File: config.mk
export PLATFORM = sky130hd
export DESIGN_NAME = touch_trimmed_mean_calibrate_core
export DESIGN_NICKNAME = d
export VERILOG_FILES = /design/src/sv/ttmc_pkg.sv /design/src/sv/touch_trimmed_mean_calibrate_core.sv /design/src/sv/ttmc_accum.sv /design/src/sv/ttmc_map.sv /design/src/sv/ttmc_pair.sv
export SDC_FILE = /design/constraint.sdc
export NUM_CORES = 2
export LEC_CHECK = 0
export ABC_AREA = 1
export BUFFER_PORTS_ARGS = -buffer_cell sky130_fd_sc_hd__buf_2
export CAP_MARGIN = 20
export CORE_ASPECT_RATIO = 1.4
export CORE_MARGIN = 2
export CORE_UTILIZATION = 62
export DETAILED_ROUTE_END_ITERATION = 8
export GPL_TIMING_DRIVEN = 0
export PLACE_DENSITY = 0.79
export SLEW_MARGIN = 20
export SYNTH_ARGS = -nofsm -noshare
export SYNTH_HDL_FRONTEND = slang
export SYNTH_SLANG_ARGS = --single-unit
File: constraint.sdc
create_clock -name clk -period 5.82 [get_ports clk]
set_input_delay 0.873 -clock clk [delete_from_list [all_inputs] [get_ports clk]]
set_output_delay 0.873 -clock clk [all_outputs]
set_load 0.01 [all_outputs]
File: src/sv/ttmc_pkg.sv
`timescale 1ns / 1ps
// ----------------------------------------------------------------------------
// ttmc_pkg
// Shared types, sizes and helper functions of the touch trimmed-mean
// calibration block.
// ----------------------------------------------------------------------------
package ttmc_pkg;

  localparam int SAMPLES_PER_POINT = 5;
  localparam int SAMPLE_BITS       = 12;

  localparam int CNT_W   = $clog2(SAMPLES_PER_POINT);
  localparam int SUM_W   = SAMPLE_BITS + $clog2(SAMPLES_PER_POINT);
  localparam int TRIM_DIV = SAMPLES_PER_POINT - 2;

  // Division by the trim divisor as a multiply by a rounded-up reciprocal.
  // The shift of SUM_W plus ceil(log2(divisor)) keeps the quotient exact
  // over the whole range of the trimmed sum.
  localparam int DIV_SH  = SUM_W + $clog2(TRIM_DIV);
  localparam int RECIP_W = DIV_SH + 1;
  localparam logic [RECIP_W-1:0] RECIP =
    RECIP_W'(((64'd1 << DIV_SH) + 64'(TRIM_DIV) - 64'd1) / 64'(TRIM_DIV));
  localparam int DIVP_W  = SUM_W + RECIP_W;

  localparam int CFG_W    = 32;
  localparam int CFG_ADDR_W = 4;
  localparam int PROD_W   = CFG_W + SAMPLE_BITS + 1;
  localparam int MAP_W    = PROD_W + 1;
  localparam int COORD_W  = 16;

  localparam logic [COORD_W-1:0] NEAR_LIMIT  = COORD_W'(8);
  localparam logic [COORD_W-1:0] REJECT_CODE = COORD_W'(12'hfff);

  localparam logic signed [CFG_W-1:0] GAIN_RESET   = CFG_W'(65536);
  localparam logic signed [CFG_W-1:0] OFFSET_RESET = '0;

  // Register indexes (word address bits of the configuration port).
  localparam logic [1:0] REG_GAIN_X   = 2'd0;
  localparam logic [1:0] REG_OFFSET_X = 2'd1;
  localparam logic [1:0] REG_GAIN_Y   = 2'd2;
  localparam logic [1:0] REG_OFFSET_Y = 2'd3;

  typedef struct packed {
    logic [SAMPLE_BITS-1:0] raw_x;
    logic [SAMPLE_BITS-1:0] raw_y;
  } sample_t;

  typedef struct packed {
    logic [COORD_W-1:0] screen_x;
    logic [COORD_W-1:0] screen_y;
    logic               rejected;
  } coord_t;

  function automatic logic [SAMPLE_BITS-1:0] div_trim(input logic [SUM_W-1:0] n);
    logic [DIVP_W-1:0] p;
    p = DIVP_W'(n) * DIVP_W'(RECIP);
    return p[DIV_SH +: SAMPLE_BITS];
  endfunction

  // Adds the offset, drops the fraction and clamps to the screen range.
  function automatic logic [COORD_W-1:0] clamp_point(input logic signed [PROD_W-1:0] p,
                                                     input logic signed [CFG_W-1:0] off);
    logic signed [MAP_W-1:0] v;
    v = MAP_W'(p) + MAP_W'(off);
    if (v[MAP_W-1]) begin
      return '0;
    end else if (|v[MAP_W-2:32]) begin
      return '1;
    end
    return v[31:16];
  endfunction

endpackage

File: src/sv/touch_trimmed_mean_calibrate_core.sv
`timescale 1ns / 1ps
// ----------------------------------------------------------------------------
// touch_trimmed_mean_calibrate_core
// Trimmed-mean touch filter with per-axis linear calibration and a
// two-point agreement check.
// ----------------------------------------------------------------------------
// The block takes one raw (x, y) sample transaction per clock cycle. Every
// five samples form a smoothed point (sum less minimum and maximum, divided
// by three), which is mapped through the signed Q16.16 gain and offset of
// each axis and clamped to 0..65535; every second point yields one
// coordinate transaction, so one result follows every ten samples. The
// result passes through registers for the trimmed sum, the quotient, the
// gain product, the mapped point and the output. Samples stall only when
// the output is stalled and a finished group would otherwise overrun the
// points already in flight. Configuration writes are meant for idle
// periods; registers lie at byte addresses 0, 4, 8 and 12 (gain_x,
// offset_x, gain_y, offset_y).
module touch_trimmed_mean_calibrate_core import ttmc_pkg::*; (
  input  logic                  clk,
  input  logic                  rst,
  input  logic                  sample_valid,
  output logic                  sample_stall,
  input  sample_t               sample,
  output logic                  coord_valid,
  input  logic                  coord_stall,
  output coord_t                coord,
  input  logic                  psel,
  input  logic                  penable,
  input  logic                  pwrite,
  input  logic [CFG_ADDR_W-1:0] paddr,
  input  logic [CFG_W-1:0]      pwdata,
  output logic [CFG_W-1:0]      prdata,
  output logic                  pready
);

  logic signed [CFG_W-1:0] gain_x, offset_x, gain_y, offset_y;
  logic [1:0]              reg_idx;
  logic                    cfg_write, take;
  logic                    mean_valid, mean_ready, pt_valid, pt_ready;
  logic [SAMPLE_BITS-1:0]  mean_x, mean_y;
  logic [COORD_W-1:0]      pt_x, pt_y;

  assign pready    = 1'b1;
  assign reg_idx   = paddr[CFG_ADDR_W-1:2];
  assign cfg_write = psel && penable && pwrite && pready;
  assign take      = sample_valid && !sample_stall;

  always_ff @(posedge clk) begin
    if (rst) begin
      gain_x   <= GAIN_RESET;
      offset_x <= OFFSET_RESET;
      gain_y   <= GAIN_RESET;
      offset_y <= OFFSET_RESET;
    end else if (cfg_write) begin
      unique case (reg_idx)
        REG_GAIN_X:   gain_x   <= pwdata;
        REG_OFFSET_X: offset_x <= pwdata;
        REG_GAIN_Y:   gain_y   <= pwdata;
        REG_OFFSET_Y: offset_y <= pwdata;
        default: ;
      endcase
    end
  end

  always_comb begin
    unique case (reg_idx)
      REG_GAIN_X:   prdata = gain_x;
      REG_OFFSET_X: prdata = offset_x;
      REG_GAIN_Y:   prdata = gain_y;
      REG_OFFSET_Y: prdata = offset_y;
      default:      prdata = '0;
    endcase
  end

  ttmc_accum u_accum (
    .clk        (clk),
    .rst        (rst),
    .take       (take),
    .sample     (sample),
    .block      (sample_stall),
    .mean_valid (mean_valid),
    .mean_ready (mean_ready),
    .mean_x     (mean_x),
    .mean_y     (mean_y)
  );

  ttmc_map u_map (
    .clk        (clk),
    .rst        (rst),
    .mean_valid (mean_valid),
    .mean_ready (mean_ready),
    .mean_x     (mean_x),
    .mean_y     (mean_y),
    .gain_x     (gain_x),
    .offset_x   (offset_x),
    .gain_y     (gain_y),
    .offset_y   (offset_y),
    .pt_valid   (pt_valid),
    .pt_ready   (pt_ready),
    .pt_x       (pt_x),
    .pt_y       (pt_y)
  );

  ttmc_pair u_pair (
    .clk         (clk),
    .rst         (rst),
    .pt_valid    (pt_valid),
    .pt_ready    (pt_ready),
    .pt_x        (pt_x),
    .pt_y        (pt_y),
    .coord_valid (coord_valid),
    .coord_stall (coord_stall),
    .coord       (coord)
  );

endmodule

File: src/sv/ttmc_accum.sv
`timescale 1ns / 1ps
// ----------------------------------------------------------------------------
// ttmc_accum
// Running sum, minimum and maximum per axis; registers the trimmed sum of
// each finished group and then its quotient by the trim divisor.
// ----------------------------------------------------------------------------
module ttmc_accum import ttmc_pkg::*; (
  input  logic                   clk,
  input  logic                   rst,
  input  logic                   take,
  input  sample_t                sample,
  output logic                   block,
  output logic                   mean_valid,
  input  logic                   mean_ready,
  output logic [SAMPLE_BITS-1:0] mean_x,
  output logic [SAMPLE_BITS-1:0] mean_y
);

  logic [CNT_W-1:0]       count;
  logic [SUM_W-1:0]       sum_x, sum_y;
  logic [SAMPLE_BITS-1:0] min_x, max_x, min_y, max_y;
  logic                   trim_valid;
  logic [SUM_W-1:0]       trim_x, trim_y;

  logic [SUM_W-1:0]       sum_x_next, sum_y_next;
  logic [SAMPLE_BITS-1:0] min_x_next, max_x_next, min_y_next, max_y_next;
  logic                   is_last, mean_load_ok, trim_move, trim_load_ok;

  always_comb begin
    sum_x_next = sum_x + SUM_W'(sample.raw_x);
    sum_y_next = sum_y + SUM_W'(sample.raw_y);
    min_x_next = (sample.raw_x < min_x) ? sample.raw_x : min_x;
    max_x_next = (sample.raw_x > max_x) ? sample.raw_x : max_x;
    min_y_next = (sample.raw_y < min_y) ? sample.raw_y : min_y;
    max_y_next = (sample.raw_y > max_y) ? sample.raw_y : max_y;
    is_last    = (count == CNT_W'(SAMPLES_PER_POINT - 1));
  end

  assign mean_load_ok = !mean_valid || mean_ready;
  assign trim_move    = trim_valid && mean_load_ok;
  assign trim_load_ok = !trim_valid || trim_move;
  // Only the sample that closes a group needs room downstream.
  assign block        = is_last && !trim_load_ok;

  always_ff @(posedge clk) begin
    if (rst) begin
      count      <= '0;
      sum_x      <= '0;
      sum_y      <= '0;
      min_x      <= '1;
      max_x      <= '0;
      min_y      <= '1;
      max_y      <= '0;
      trim_valid <= 1'b0;
      mean_valid <= 1'b0;
    end else begin
      if (take) begin
        if (is_last) begin
          count <= '0;
          sum_x <= '0;
          sum_y <= '0;
          min_x <= '1;
          max_x <= '0;
          min_y <= '1;
          max_y <= '0;
        end else begin
          count <= count + CNT_W'(1);
          sum_x <= sum_x_next;
          sum_y <= sum_y_next;
          min_x <= min_x_next;
          max_x <= max_x_next;
          min_y <= min_y_next;
          max_y <= max_y_next;
        end
      end

      if (take && is_last) begin
        trim_valid <= 1'b1;
      end else if (trim_move) begin
        trim_valid <= 1'b0;
      end

      if (trim_move) begin
        mean_valid <= 1'b1;
      end else if (mean_ready) begin
        mean_valid <= 1'b0;
      end
    end
  end

  always_ff @(posedge clk) begin
    if (take && is_last) begin
      trim_x <= sum_x_next - SUM_W'(min_x_next) - SUM_W'(max_x_next);
      trim_y <= sum_y_next - SUM_W'(min_y_next) - SUM_W'(max_y_next);
    end
    if (trim_move) begin
      mean_x <= div_trim(trim_x);
      mean_y <= div_trim(trim_y);
    end
  end

endmodule

File: src/sv/ttmc_map.sv
`timescale 1ns / 1ps
// ----------------------------------------------------------------------------
// ttmc_map
// Maps a smoothed point to screen coordinates: one register stage for the
// gain products, one for offset, truncation and clamping.
// ----------------------------------------------------------------------------
module ttmc_map import ttmc_pkg::*; (
  input  logic                     clk,
  input  logic                     rst,
  input  logic                     mean_valid,
  output logic                     mean_ready,
  input  logic [SAMPLE_BITS-1:0]   mean_x,
  input  logic [SAMPLE_BITS-1:0]   mean_y,
  input  logic signed [CFG_W-1:0]  gain_x,
  input  logic signed [CFG_W-1:0]  offset_x,
  input  logic signed [CFG_W-1:0]  gain_y,
  input  logic signed [CFG_W-1:0]  offset_y,
  output logic                     pt_valid,
  input  logic                     pt_ready,
  output logic [COORD_W-1:0]       pt_x,
  output logic [COORD_W-1:0]       pt_y
);

  logic                     prod_valid;
  logic signed [PROD_W-1:0] prod_x, prod_y;
  logic signed [SAMPLE_BITS:0] mean_x_s, mean_y_s;
  logic signed [PROD_W-1:0] prod_x_next, prod_y_next;
  logic                     pt_load_ok, prod_move, mean_take;

  assign mean_x_s    = $signed({1'b0, mean_x});
  assign mean_y_s    = $signed({1'b0, mean_y});
  assign prod_x_next = PROD_W'(gain_x) * PROD_W'(mean_x_s);
  assign prod_y_next = PROD_W'(gain_y) * PROD_W'(mean_y_s);

  assign pt_load_ok = !pt_valid || pt_ready;
  assign prod_move  = prod_valid && pt_load_ok;
  assign mean_ready = !prod_valid || prod_move;
  assign mean_take  = mean_valid && mean_ready;

  always_ff @(posedge clk) begin
    if (rst) begin
      prod_valid <= 1'b0;
      pt_valid   <= 1'b0;
    end else begin
      if (mean_take) begin
        prod_valid <= 1'b1;
      end else if (prod_move) begin
        prod_valid <= 1'b0;
      end

      if (prod_move) begin
        pt_valid <= 1'b1;
      end else if (pt_ready) begin
        pt_valid <= 1'b0;
      end
    end
  end

  always_ff @(posedge clk) begin
    if (mean_take) begin
      prod_x <= prod_x_next;
      prod_y <= prod_y_next;
    end
    if (prod_move) begin
      pt_x <= clamp_point(prod_x, offset_x);
      pt_y <= clamp_point(prod_y, offset_y);
    end
  end

endmodule

File: src/sv/ttmc_pair.sv
`timescale 1ns / 1ps
// ----------------------------------------------------------------------------
// ttmc_pair
// Holds the first of two mapped points, compares the second against it and
// drives the registered coordinate output.
// ----------------------------------------------------------------------------
module ttmc_pair import ttmc_pkg::*; (
  input  logic               clk,
  input  logic               rst,
  input  logic               pt_valid,
  output logic               pt_ready,
  input  logic [COORD_W-1:0] pt_x,
  input  logic [COORD_W-1:0] pt_y,
  output logic               coord_valid,
  input  logic               coord_stall,
  output coord_t             coord
);

  logic               phase;
  logic [COORD_W-1:0] first_x, first_y;
  logic [COORD_W-1:0] diff_x, diff_y;
  logic [COORD_W:0]   total_x, total_y;
  logic               take, near;
  coord_t             coord_next;

  // A first point never needs the output, so it is taken even while the
  // output transaction is stalled.
  assign pt_ready = !(phase && coord_valid && coord_stall);
  assign take     = pt_valid && pt_ready;

  always_comb begin
    diff_x  = (first_x > pt_x) ? first_x - pt_x : pt_x - first_x;
    diff_y  = (first_y > pt_y) ? first_y - pt_y : pt_y - first_y;
    near    = (diff_x < NEAR_LIMIT) && (diff_y < NEAR_LIMIT);
    total_x = {1'b0, first_x} + {1'b0, pt_x};
    total_y = {1'b0, first_y} + {1'b0, pt_y};
    if (near) begin
      coord_next.screen_x = total_x[COORD_W:1];
      coord_next.screen_y = total_y[COORD_W:1];
      coord_next.rejected = 1'b0;
    end else begin
      coord_next.screen_x = REJECT_CODE;
      coord_next.screen_y = REJECT_CODE;
      coord_next.rejected = 1'b1;
    end
  end

  always_ff @(posedge clk) begin
    if (rst) begin
      phase       <= 1'b0;
      coord_valid <= 1'b0;
      first_x     <= '0;
      first_y     <= '0;
    end else begin
      if (take) begin
        phase <= !phase;
        if (!phase) begin
          first_x <= pt_x;
          first_y <= pt_y;
        end
      end

      if (take && phase) begin
        coord_valid <= 1'b1;
      end else if (!coord_stall) begin
        coord_valid <= 1'b0;
      end
    end
  end

  always_ff @(posedge clk) begin
    if (take && phase) begin
      coord <= coord_next;
    end
  end

endmodule

==> impl_results.md <==
- Status: complete, no violations
- Remaining Overflow, GRT: 0
- Worst R2R Start: u_accum.mean_y[4]
- Period minus WS final: roughly 5.7 ns
- Startpoint class of the critical path: flip-flop
- Syn nets: approximately 11000
- R2R depth: 22
- RD Place Congestion: between 1 and 1.5
- Clock share of power: 29.1%
- Peak supply drop: 0.3151 mV
- Final WS setup: between 0.09 and 0.1 ns
- RSZ-0062 raised after global routing: yes
- Largest net degree at the start of global routing: 35
- Combinational Power Share: 37.3%
- Register share of total power: 33.6%
- Routed length per placed instance: about 20 um
- Chip Height: 394.2 um
- Most used cell, CP: nand2_1
- 1st-pass router iterations: 6
- R2r setup slk: roughly 0.094 ns
- Layout Area Growth over Synthesis: 7.787%
- Vias post-DR: slightly above 60000
- Top cell type's share of synthesized area: 24.58%
- Worst EP required: about 6.2 ns
- HPWL Detailed: roughly 180000 um
- CTS tree: built
- Longest Clk Path Bufs: 3
- Worst-path clk slew: 0.07 ns
- Die Area: about 110000 um2
- Root buffer cell: clkbuf_16
- Psw: slightly above 4000 uW
- Fin area: 72670 um2
- Post-synth top area cell: fa_1
- Worst Hold Class: reg2reg
- Clock skew: 0.03829 ns
- Seq/Total Area, Yosys: about 17%
- Core ar.: 108200 um2
- Worst-Margin Slew: approximately 0.99 ns
- H-tree level count: 2
- Hold slack: roughly 0.46 ns
- Row count: ~140
- Drt via density: approximately 5.5
- Hold violation total from the final report: 0
- Post-DRT Antenna Nets: 0
- Post-synth top cells: 2290 x nand2_1, 2169 x inv_1, 828 x fa_1
- Layout cells sized above 1: under 10%
- First-pass GRT wire length: between 300000 and 400000 um
- Number of global-route vias before repair: 61870
- Internal: between 6000 and 7000 uW
- Final period util: between 90% and 100%
- Yosys reg bits: 456
- Setup TNS: 0 ns
- IO Count: roughly 140
- Cells along the critical path: buf_4, nand2_1, fa_1, fa_1, fa_1, inv_1, fa_1, inv_1, fa_1, inv_1, ha_2, nand2_1, nor2_2, a21o_4, nand2_1, nand2_1, nand2_1, nand2_1, nand2_1, nand2_1, a21oi_1, xnor2_1
- Clock sink count: ~460
- Hold buffers post-CTS: 0
- Syn_area_per_cell: about 7.4 um2
- CP max FO: 10
- PortBufs: 130
- Mapped Cells: approximately 9200
- All-Layer GR Usage: 38.55%
- Post-synth EDFFs: 209
- P_leak: 0.03983 uW
- Hold endpoint: u_accum.max_y[1]
- Setup WS pre-CTS: -0.6678 ns
- Final Power: ~11000 uW
- Library cells used by synthesis: between 50 and 60
- Critical Path Max Stage Delay: roughly 0.60 ns
- Hold Path Stages: 2
- Arr. time, crit path: between 6 and 7 ns
- Warnings from Yosys: 0
- FFs w/ async S/R, synth: 0%
- Top post-synthesis cells by area: fa_1 25%, nand2_1 13%, ha_1 12%, inv_1 12%, edfxtp_1 9.3%
- Max Slew Vio Count: 0
- Aggregate routed wire length: approximately 210000 um
- DIE WIDTH: 282.7 um
- Cell Area, Placed: about 70000 um2
- CTS buffer count: 48
- Antenna violations before repair: 16
- Switching share of power: roughly 38%
- Maxcap violations: 0
- 1st-iter DRT viols: 4176
- # setup viols final: 0
- Main synth FF type: dfxtp_1
- DRC viols: 0
- Synth Cell Area: 67420 um2
- Initial Util: ~62%
- FMAX: between 0.15 and 0.2 GHz
- Final Net Count: about 11000
- # fillers: 9554
- Critical path type: reg2reg
- CP max-delay cell: fa_1
- Count leader, synth: nand2_1
- Worst flop-to-flop path endpoint: u_map.prod_y[32]
- Cell area power density: approximately 150 nW/um2
- Min-delay src: u_accum.max_y[1]
- CP endpoint kind: flip-flop
- Max-slew headroom: around a third
- Clock Latency Late Sink: ~0.67 ns
## power by group through the flow
stage	clock network, uW	logic, uW	registers, uW
final	3180	4090	3680
after global routing	3320	4650	3680
after CTS	3210	4030	3670
after detailed placement	0	3990	3740
after global placement	0	3890	3740
after floorplan	0	2960	3690
## flip-flops by register name (all words and copies together) (netlist names), 15 cells and up
name	count
offset_y	32
gain_y	32
u_map.prod_x	45
u_map.pt_x	16
u_accum.trim_x	15
u_accum.trim_y	15
u_accum.sum_x	15
offset_x	32
u_accum.sum_y	15
u_pair.coord	33
u_map.pt_y	16
u_map.prod_y	45
gain_x	32
u_pair.first_y	16
u_pair.first_x	16
## repair_timing
action                     in CTS  in global routing
resized for setup             153                210
gates cloned                    0                  2
setup endpoints to repair      54                 44
hold endpoints to repair        0                  0
pin swaps                       0                 15
setup buffers                  20                 28
## per-layer routing
metal  vias up  wire length, um  GRT usage [%]
met2      2472           102600          65.92
met5         -              106              0
met3       941            16530          7.474
li1      28260                -              -
met4        14            19760          29.68
met1     28660            73540          41.68
## cell families (layout without fill, tap and decap cells)
group,Yosys count,in the layout,synth area share (%)
fa+ha+maj,1500,1500,37.05
other cells,1,8,0.005562
simple gates,3472,3472,20.83
flops,456,456,16.64
compound gates,1035,1035,8.360
buf+inv,2454,2718,13.90
xor+xnor,247,247,3.208
## critical path: cells and delay by family (launching register included)
kind	cells	cell delay (ns)
fa+ha+maj	6	3.02
simple gates	9	0.99
flops	1	0.56
buf+inv	4	0.44
compound gates	2	0.31
xor+xnor	1	0.13
## final cells by class
type                    instances  area, um2  share of cell area [%]
diodes                          7      17.52                 0.02410
plain buffers                 260       1393                   1.916
clock buffers                  60       1330                   1.830
clock inverters                29      237.7                  0.3271
inverters                    2184       8202                   11.29
multi-input cells            6255      47210                   64.96
flip-flops and latches        456      11280                   15.53
well taps                    1450       1814                   2.496
repair buffers                185       1185                   1.630
## worst max path at each step
| stage | end | slack, ns | from |
|---|---|---|---|
| after detailed placement | u_map.prod_y[35] | -0.67 | gain_y[10] |
| after global placement | u_map.prod_x[41] | -1.21 | coord_stall |
| after CTS | u_map.prod_x[38] | 0.003 | gain_x[17] |
| after floorplan | u_map.prod_x[0] | 0.38 | coord_stall |
| after global routing | u_map.prod_x[43] | -0.06 | u_accum.mean_x[3] |
| final | u_map.prod_y[32] | 0.09 | u_accum.mean_y[4] |
## placed cells by master (no fill, tap or decap), types with 19 or more instances in the layout
cell,instances
dfxtp_2,44
nand2_1,2289
buf_2,166
o21ai_0,348
nor2_2,38
clkbuf_1,105
nand3_1,233
fa_1,824
buf_4,73
a31oi_1,35
clkbuf_2,63
o21bai_1,43
dfxtp_1,201
nand4_1,101
xnor2_1,72
a21oi_2,25
edfxtp_1,209
nor2_1,678
ha_2,19
clkbuf_16,52
ha_1,650
a21oi_1,453
a21o_1,26
nor3_1,42
clkbuf_4,21
inv_1,2165
xor2_1,175
## through the flow
step / utilization, % / cells
floorplan: - / 9165
global placement: 64.56 / 10750
detailed placement: 64.68 / 10750
CTS: 66.51 / 10850
global route: 67.13 / 10880
finish: 67.14 / 10890
Power figures use the tool's default switching activity.
